===== src/hw/rtl/hgfe_pkg.sv =====
// hgfe_pkg: shared types, constants and recurrence coefficient tables
// for the oscillator wavefunction evaluator; no dependencies
package hgfe_pkg;

    localparam int WFRAC      = 56;
    localparam int CFRAC      = 31;
    localparam int TAY_TERMS  = 20;
    localparam int SRCH_K_MAX = 63;
    localparam int EXP_K_MAX  = 60;
    localparam int TAB_MAX    = 12;
    localparam int TAB_DEPTH  = 16;

    localparam logic [63:0] LN2_Q56   = 64'h00B17217F7D1CF7A;
    localparam logic [63:0] PI_M4_Q32 = 64'd3226059649;
    localparam logic signed [63:0] VAL_MAX = 64'sd131071;
    localparam logic signed [63:0] VAL_MIN = -64'sd131072;

    typedef enum logic [2:0] {
        MS_TAY = 3'd0,
        MS_PI  = 3'd1,
        MS_AX  = 3'd2,
        MS_T1  = 3'd3,
        MS_T2  = 3'd4
    } mul_sel_t;

    typedef struct packed {
        logic       load;
        logic       srch_step;
        logic       tay_init;
        logic       mul_start;
        mul_sel_t   mul_sel;
        logic       div_start;
        logic       exp_fin;
        logic       out_wr;
        logic [4:0] idx;
    } cmd_t;

    typedef struct packed {
        logic       srch_done;
        logic       mul_done;
        logic       div_done;
        logic       special;
        logic       exp_zero;
        logic       out_free;
        logic [3:0] order;
    } status_t;

    typedef logic [63:0] coef_tab_t [TAB_DEPTH];

    function automatic logic [63:0] isqrt_f(input logic [63:0] v_in);
        logic [63:0] v;
        logic [63:0] r;
        logic [63:0] bitv;
        v    = v_in;
        r    = 64'd0;
        bitv = 64'd1 << 62;
        for (int j = 0; j < 32; j++)
        begin
            if (v >= r + bitv)
            begin
                v = v - (r + bitv);
                r = (r >> 1) + bitv;
            end
            else
            begin
                r = r >> 1;
            end
            bitv = bitv >> 2;
        end
        return r;
    endfunction

    function automatic logic [63:0] udiv_f(input logic [63:0] n, input logic [63:0] d);
        logic [63:0] rem;
        logic [63:0] q;
        rem = 64'd0;
        q   = 64'd0;
        for (int j = 63; j >= 0; j--)
        begin
            rem = {rem[62:0], n[j]};
            if (rem >= d)
            begin
                rem  = rem - d;
                q[j] = 1'b1;
            end
        end
        return q;
    endfunction

    function automatic coef_tab_t coef_a_f();
        coef_tab_t t;
        for (int k = 0; k < TAB_DEPTH; k++)
        begin
            if (k >= 1 && k <= TAB_MAX)
                t[k] = isqrt_f(udiv_f(64'd1 << 63, 64'(k)));
            else
                t[k] = 64'd0;
        end
        return t;
    endfunction

    function automatic coef_tab_t coef_b_f();
        coef_tab_t t;
        for (int k = 0; k < TAB_DEPTH; k++)
        begin
            if (k >= 1 && k <= TAB_MAX)
                t[k] = isqrt_f((64'd1 << 62) - udiv_f(64'd1 << 62, 64'(k)));
            else
                t[k] = 64'd0;
        end
        return t;
    endfunction

    localparam coef_tab_t COEF_A = coef_a_f();
    localparam coef_tab_t COEF_B = coef_b_f();

endpackage


===== src/hw/rtl/hgfe_ctrl.sv =====
// hgfe_ctrl: sequencer for search, series, scaling and recurrence steps
// uses hgfe_pkg command and status types
module hgfe_ctrl (
    input  logic              clk,
    input  logic              rst_n,
    input  logic              in_valid,
    output logic              in_ready,
    input  hgfe_pkg::status_t sts,
    output hgfe_pkg::cmd_t    cmd
);
    import hgfe_pkg::*;

    typedef enum logic [16:0] {
        S_IDLE  = 17'h00001,
        S_CHK   = 17'h00002,
        S_SRCH  = 17'h00004,
        S_TINIT = 17'h00008,
        S_TMUL  = 17'h00010,
        S_TMW   = 17'h00020,
        S_TDIV  = 17'h00040,
        S_EXPF  = 17'h00080,
        S_PIM   = 17'h00100,
        S_PIW   = 17'h00200,
        S_AXM   = 17'h00400,
        S_AXW   = 17'h00800,
        S_T1M   = 17'h01000,
        S_T1W   = 17'h02000,
        S_T2M   = 17'h04000,
        S_T2W   = 17'h08000,
        S_OUT   = 17'h10000
    } state_t;

    state_t     state_reg, state_next;
    logic [4:0] idx_reg, idx_next;

    always_comb
    begin
        state_next    = state_reg;
        idx_next      = idx_reg;
        cmd           = '0;
        cmd.mul_sel   = MS_TAY;
        cmd.idx       = idx_reg;
        in_ready      = 1'b0;
        unique case (state_reg)
            S_IDLE:
            begin
                in_ready = 1'b1;
                if (in_valid)
                begin
                    cmd.load   = 1'b1;
                    state_next = S_CHK;
                end
            end
            S_CHK:   state_next = sts.special ? S_OUT : S_SRCH;
            S_SRCH:
            begin
                if (sts.srch_done)
                    state_next = S_TINIT;
                else
                    cmd.srch_step = 1'b1;
            end
            S_TINIT:
            begin
                cmd.tay_init = 1'b1;
                idx_next     = 5'd1;
                state_next   = sts.exp_zero ? S_EXPF : S_TMUL;
            end
            S_TMUL:
            begin
                cmd.mul_start = 1'b1;
                cmd.mul_sel   = MS_TAY;
                state_next    = S_TMW;
            end
            S_TMW:
            begin
                if (sts.mul_done)
                begin
                    cmd.div_start = 1'b1;
                    state_next    = S_TDIV;
                end
            end
            S_TDIV:
            begin
                if (sts.div_done)
                begin
                    if (idx_reg == 5'(TAY_TERMS))
                        state_next = S_EXPF;
                    else
                    begin
                        idx_next   = idx_reg + 5'd1;
                        state_next = S_TMUL;
                    end
                end
            end
            S_EXPF:
            begin
                cmd.exp_fin = 1'b1;
                state_next  = S_PIM;
            end
            S_PIM:
            begin
                cmd.mul_start = 1'b1;
                cmd.mul_sel   = MS_PI;
                state_next    = S_PIW;
            end
            S_PIW:
            begin
                if (sts.mul_done)
                begin
                    idx_next   = 5'd1;
                    state_next = (sts.order == 4'd0) ? S_OUT : S_AXM;
                end
            end
            S_AXM:
            begin
                cmd.mul_start = 1'b1;
                cmd.mul_sel   = MS_AX;
                state_next    = S_AXW;
            end
            S_AXW:   if (sts.mul_done) state_next = S_T1M;
            S_T1M:
            begin
                cmd.mul_start = 1'b1;
                cmd.mul_sel   = MS_T1;
                state_next    = S_T1W;
            end
            S_T1W:   if (sts.mul_done) state_next = S_T2M;
            S_T2M:
            begin
                cmd.mul_start = 1'b1;
                cmd.mul_sel   = MS_T2;
                state_next    = S_T2W;
            end
            S_T2W:
            begin
                if (sts.mul_done)
                begin
                    if (idx_reg == {1'b0, sts.order})
                        state_next = S_OUT;
                    else
                    begin
                        idx_next   = idx_reg + 5'd1;
                        state_next = S_AXM;
                    end
                end
            end
            S_OUT:
            begin
                if (sts.out_free)
                begin
                    cmd.out_wr = 1'b1;
                    state_next = S_IDLE;
                end
            end
            default: state_next = S_IDLE;
        endcase
    end

    always_ff @(posedge clk or negedge rst_n)
    begin
        if (!rst_n)
        begin
            state_reg <= S_IDLE;
            idx_reg   <= 5'd0;
        end
        else
        begin
            state_reg <= state_next;
            idx_reg   <= idx_next;
        end
    end

endmodule


===== config.mk =====
export PLATFORM = sky130hd
export DESIGN_NAME = hgfe_ctrl
export DESIGN_NICKNAME = d
export VERILOG_FILES = /design/src/hw/rtl/hgfe_pkg.sv /design/src/hw/rtl/hgfe_ctrl.sv
export SDC_FILE = /design/constraint.sdc
export NUM_CORES = 1
export LEC_CHECK = 0
export BUFFER_PORTS_ARGS = -buffer_cell sky130_fd_sc_hd__buf_2
export CORE_MARGIN = 4
export CORE_UTILIZATION = 35
export CTS_BUF_LIST = sky130_fd_sc_hd__clkbuf_8
export DETAILED_ROUTE_END_ITERATION = 8
export PLACE_DENSITY = 0.59
export SLEW_MARGIN = 25
export SYNTH_ARGS = -nofsm -noshare
export SYNTH_HDL_FRONTEND = slang
export SYNTH_SLANG_ARGS = --single-unit

===== constraint.sdc =====
create_clock -name clk -period 2.3 [get_ports clk]
set_input_delay 0.575 -clock clk [delete_from_list [all_inputs] [get_ports clk]]
set_output_delay 0.575 -clock clk [all_outputs]
set_load 0.01 [all_outputs]

# After elaboration in Yosys (flattened, before gate mapping)
# Index checks and enable logic that the tools add are counted.
classes:
  addsub: 1
  n_eq_ne: 30
  mux: 33
  n_reduce_logical: 4
op_table:
  columns: ["operator", "n"]
  rows:
  - ["17-bit case mux with 17 select lines", 1]
  - ["17-bit 2-to-1 mux", 12]
  - ["5-bit 2-to-1 mux", 5]
  - ["2-bit != test (second input constant)", 11]
  - ["4-bit case mux with 5 select lines", 1]
  - ["5-bit case mux with 4 select lines", 1]
  - ["17-bit by 1-bit == test with 1-bit output (second input constant)", 1]
  - ["17-bit by 10-bit == test with 1-bit output (second input constant)", 1]
  - ["17-bit by 11-bit == test with 1-bit output (second input constant)", 1]
  - ["17-bit by 12-bit == test with 1-bit output (second input constant)", 1]
  - ["17-bit by 13-bit == test with 1-bit output (second input constant)", 1]
  - ["17-bit by 14-bit == test with 1-bit output (second input constant)", 1]
  - ["17-bit by 15-bit == test with 1-bit output (second input constant)", 1]
  - ["17-bit by 16-bit == test with 1-bit output (second input constant)", 1]
  - ["17-bit == test (second input constant)", 1]
  - ["17-bit by 2-bit == test with 1-bit output (second input constant)", 1]
  - ["17-bit by 3-bit == test with 1-bit output (second input constant)", 1]
  - ["17-bit by 4-bit == test with 1-bit output (second input constant)", 1]
  - ["17-bit by 5-bit == test with 1-bit output (second input constant)", 1]
  - ["17-bit by 6-bit == test with 1-bit output (second input constant)", 1]
  - ["17-bit by 7-bit == test with 1-bit output (second input constant)", 1]
  - ["17-bit by 8-bit == test with 1-bit output (second input constant)", 1]
  - ["17-bit by 9-bit == test with 1-bit output (second input constant)", 1]
  - ["8-bit 2-to-1 mux", 2]
  - ["other kinds (8)", 18]
totals:
  ff_bits: 22
  input_bits: 13

# Depth between registers and ports, before layout
depth:
  ltp_word: 4
  mapped_depth: 8

# Least setup slack after synthesis
# Ideal clock, no wire load.
synth_timing:
  kind: "register to output"
  from: "reg state_reg[8]"
  to: "out cmd[14] (netlist bit)"
  arrival_time_ns: 2.132
  required_time_ns: 1.725
  setup_slack_ns: -0.407
  stages_incl_launch_ff: 5
  path_cell_list: "dfrtp_1 nor4_2 nand4_1 nor4b_1 and2_1"
synth_rtl:
  columns: ["element", "line_no", "rtl"]
  rows:
  - ["start, declared", "hgfe_ctrl.sv:33", "state_t state_reg, state_next;"]
  - ["start signal, assigned", "hgfe_ctrl.sv:168", "state_reg <= state_next;"]
  - ["end, declared", "hgfe_ctrl.sv:9", "output hgfe_pkg::cmd_t cmd"]

==> reports/results.txt <==
Outcome: finished with violations
Violated checks: setup timing
Final setup violation count: 12
FFs w/ async S/R, synth: 100%
Vias in the first global route: 1708
Nets@finish: 269
Worst r2r path cells: 9
Unrepaired setup endpoints after global routing: yes
Post-synth EDFFs: 0
CTS H-tree lvls: 1
Area growth syn-to-layout: 54.2%
TritonCTS clock tree: yes
Num CTS Buffers: 3
Non-Filler Cell Area, Final: 2310 sq um
Reg2reg start: state_reg[8]$_DFFE_PN0P_
Remaining DRCs: 0
Worst VDD drop: 0.434 mV
Yosys cell types: 46
# IOs: 29
Clock slew at reported path FFs: 80 ps
IO buf count: 28
Mapped Cells: 174
Initial antenna violation count: 0
Die height: 73.4 microns
Synth Flop Type: dfrtp_1
N_diodes: 0
Root buffer cell: clkbuf_8
Largest register FFs: 17
Filler instances: 354
Syn nets: 189
Sequential share of the synthesized area: 36.8%
Highest achievable clock rate: 397 MHz
Share of layout cells above drive strength 1: 44.3%
R2R Setup Slk: 0 ps
Drt pass-1 iters: 4
First-pass GRT wire length: 8070 microns
Synthesized area: 1500 sq um
Die area: 5390 sq um
Finished Core Util: 57.0%
Via count: 1728
PD cells: 783 nW/um^2
Slew Viols, Final: 0
Max_cap viols: 0
1st-iter DRT viols: 129
Switching Fraction: 38.8%
Place WS: 35.9 ps
Required time worst endpoint: 1730 ps
# hold bufs at CTS: 0
Area after DPL: 1970 sq um
Tcrit/Tclk final: 109%
Critical path endpoint category: output port
Rel. slew slack: 64.5%
Grt ovf: 0
Clock tree buffer depth: 2
Final min period: 2520 ps
Layout Cells excl Fill: 303
Power Internal: 1.11 mW
Ys Warns: 0
Combinational Power Share: 55.5%
Vias per cell: 5.70
Worst EP arrival: 1940 ps
CP Launch Point: state_reg[8]$_DFFE_PN0P_
Clock Latency Late Sink: 270 ps
Yosys reg bits: 22
Seq pwr share: 28.6%
Gpl congestion: 0.883
Synth Area per Inst: 8.61 sq um
Clk_skew: 3.09 ps
Most common library cell in the layout ignoring fill and taps: buf_4
Area of the core: 4060 sq um
Worst hold path class: primary input to asynchronous set/reset pin
Crit path max fanout: 3
Most frequent cells in the layout: buf_4 (50), buf_2 (25), dfrtp_1 (21)
Initial Utilization: 36.9%
Placed cell count: 279
Clock network power share: 15.9%
Largest net degree at the start of global routing: 23
Final WL: 5110 microns
Leak: 1.11 nW
DP Wirelength: 3590 microns
Final hold vios: 0
Gr usage total: 19.0%
Switching pwr: 0.701 mW
WL/cell: 16.9 microns
Worst-margin pin slew: 528 ps
RR Endpoint: idx_reg[4]$_DFFE_PN0P_
Final Worst Setup Slack: -218 ps
Crit start category: register
Clock sinks: 22
Pwr Total: 1.81 mW
Remaining antenna violation count after routing: 0
CP Class: register to output port
Number of cell rows: 23
Die width: 73.4 microns
## area by class of cell
class | count | area (sq um) | area share [%]
multi-input cells | 137 | 1020 | 44.3
repair buffers | 83 | 591 | 25.6
flip-flops and latches | 22 | 552 | 23.9
well taps | 50 | 62.6 | 2.71
clock buffers | 4 | 55.1 | 2.38
inverters | 7 | 26.3 | 1.14
## cell usage after synthesis, drive strengths merged, types with 3 or more instances
master | number | share of area (%)
xnor2 | 4 | 2.3
nand4b | 4 | 2.3
or4 | 5 | 2.8
a21oi | 9 | 3.0
clkbuf | 5 | 1.3
and2 | 3 | 1.3
nor3b | 5 | 2.5
nor4b | 4 | 2.3
nor2 | 18 | 4.5
nand3 | 9 | 3.3
a21o | 3 | 1.5
nand2b | 4 | 1.7
inv | 7 | 1.8
buf | 3 | 1.0
nor3 | 13 | 4.3
nor4 | 10 | 5.0
o21ai | 3 | 1.0
dfrtp | 21 | 35
nand2 | 9 | 2.3
nand4 | 5 | 2.1
## power groups by stage
stage               clock network, mW  logic, mW  registers, mW
CTS                             0.293      0.946          0.516
global placement                    0      0.756          0.518
floorplan                           0      0.468          0.511
finish                          0.287       1.00          0.517
global route                    0.312       1.08          0.528
detailed placement                  0      0.777          0.523
## repair_timing
item | 4_1_cts | 5_1_grt
gates resized for setup | 15 | 12
pin swaps | 11 | 12
setup buffers | 13 | 10
endpoints found under the setup margin | 11 | 24
gates cloned | 0 | 0
## cell families after synthesis
logic type                 after synthesis  synth area share, %
AOI/OAI and AO/OA                       29                 13.4
xor gates and xnor gates                 5                 2.92
adders and majority gates                2                 1.67
buffers and inverters                   15                 4.01
DFF                                     22                 36.8
muxes                                    2                 1.34
and+or+nand+nor                         99                 39.9
## how the worst max path moves through the flow
stage               slack, ps                      to
floorplan                 -50                 cmd[14]
CTS                      -230                 cmd[14]
detailed placement         40                 cmd[11]
global route             -330                 cmd[14]
global placement           30  idx_reg[4]$_DFFE_PN0P_
finish                   -220                 cmd[11]
## critical path, stage by stage (launching register included)
cell	delay (ps)
dfrtp_1	430
nor4_4	390
buf_4	180
nand4b_1	180
a21oi_2	190
or4_1	160
buf_2	150
## routing by layer
layer | part of all wire (%) | GRT usage (%)
met5 | 0 | 0
met4 | 2.2 | 5.43
met3 | 4.7 | 1.92
met2 | 50 | 31.8
met1 | 43 | 25.8
## through the flow
stage | hold slack (ps) | TNS [ps]
floorplan | 279 | -99.0
global placement | 576 | 0
detailed placement | 574 | 0
CTS | 285 | -1340
global route | 305 | -3310
finish | 271 | -1630
Note: power is estimated with default switching activity, not from simulation.
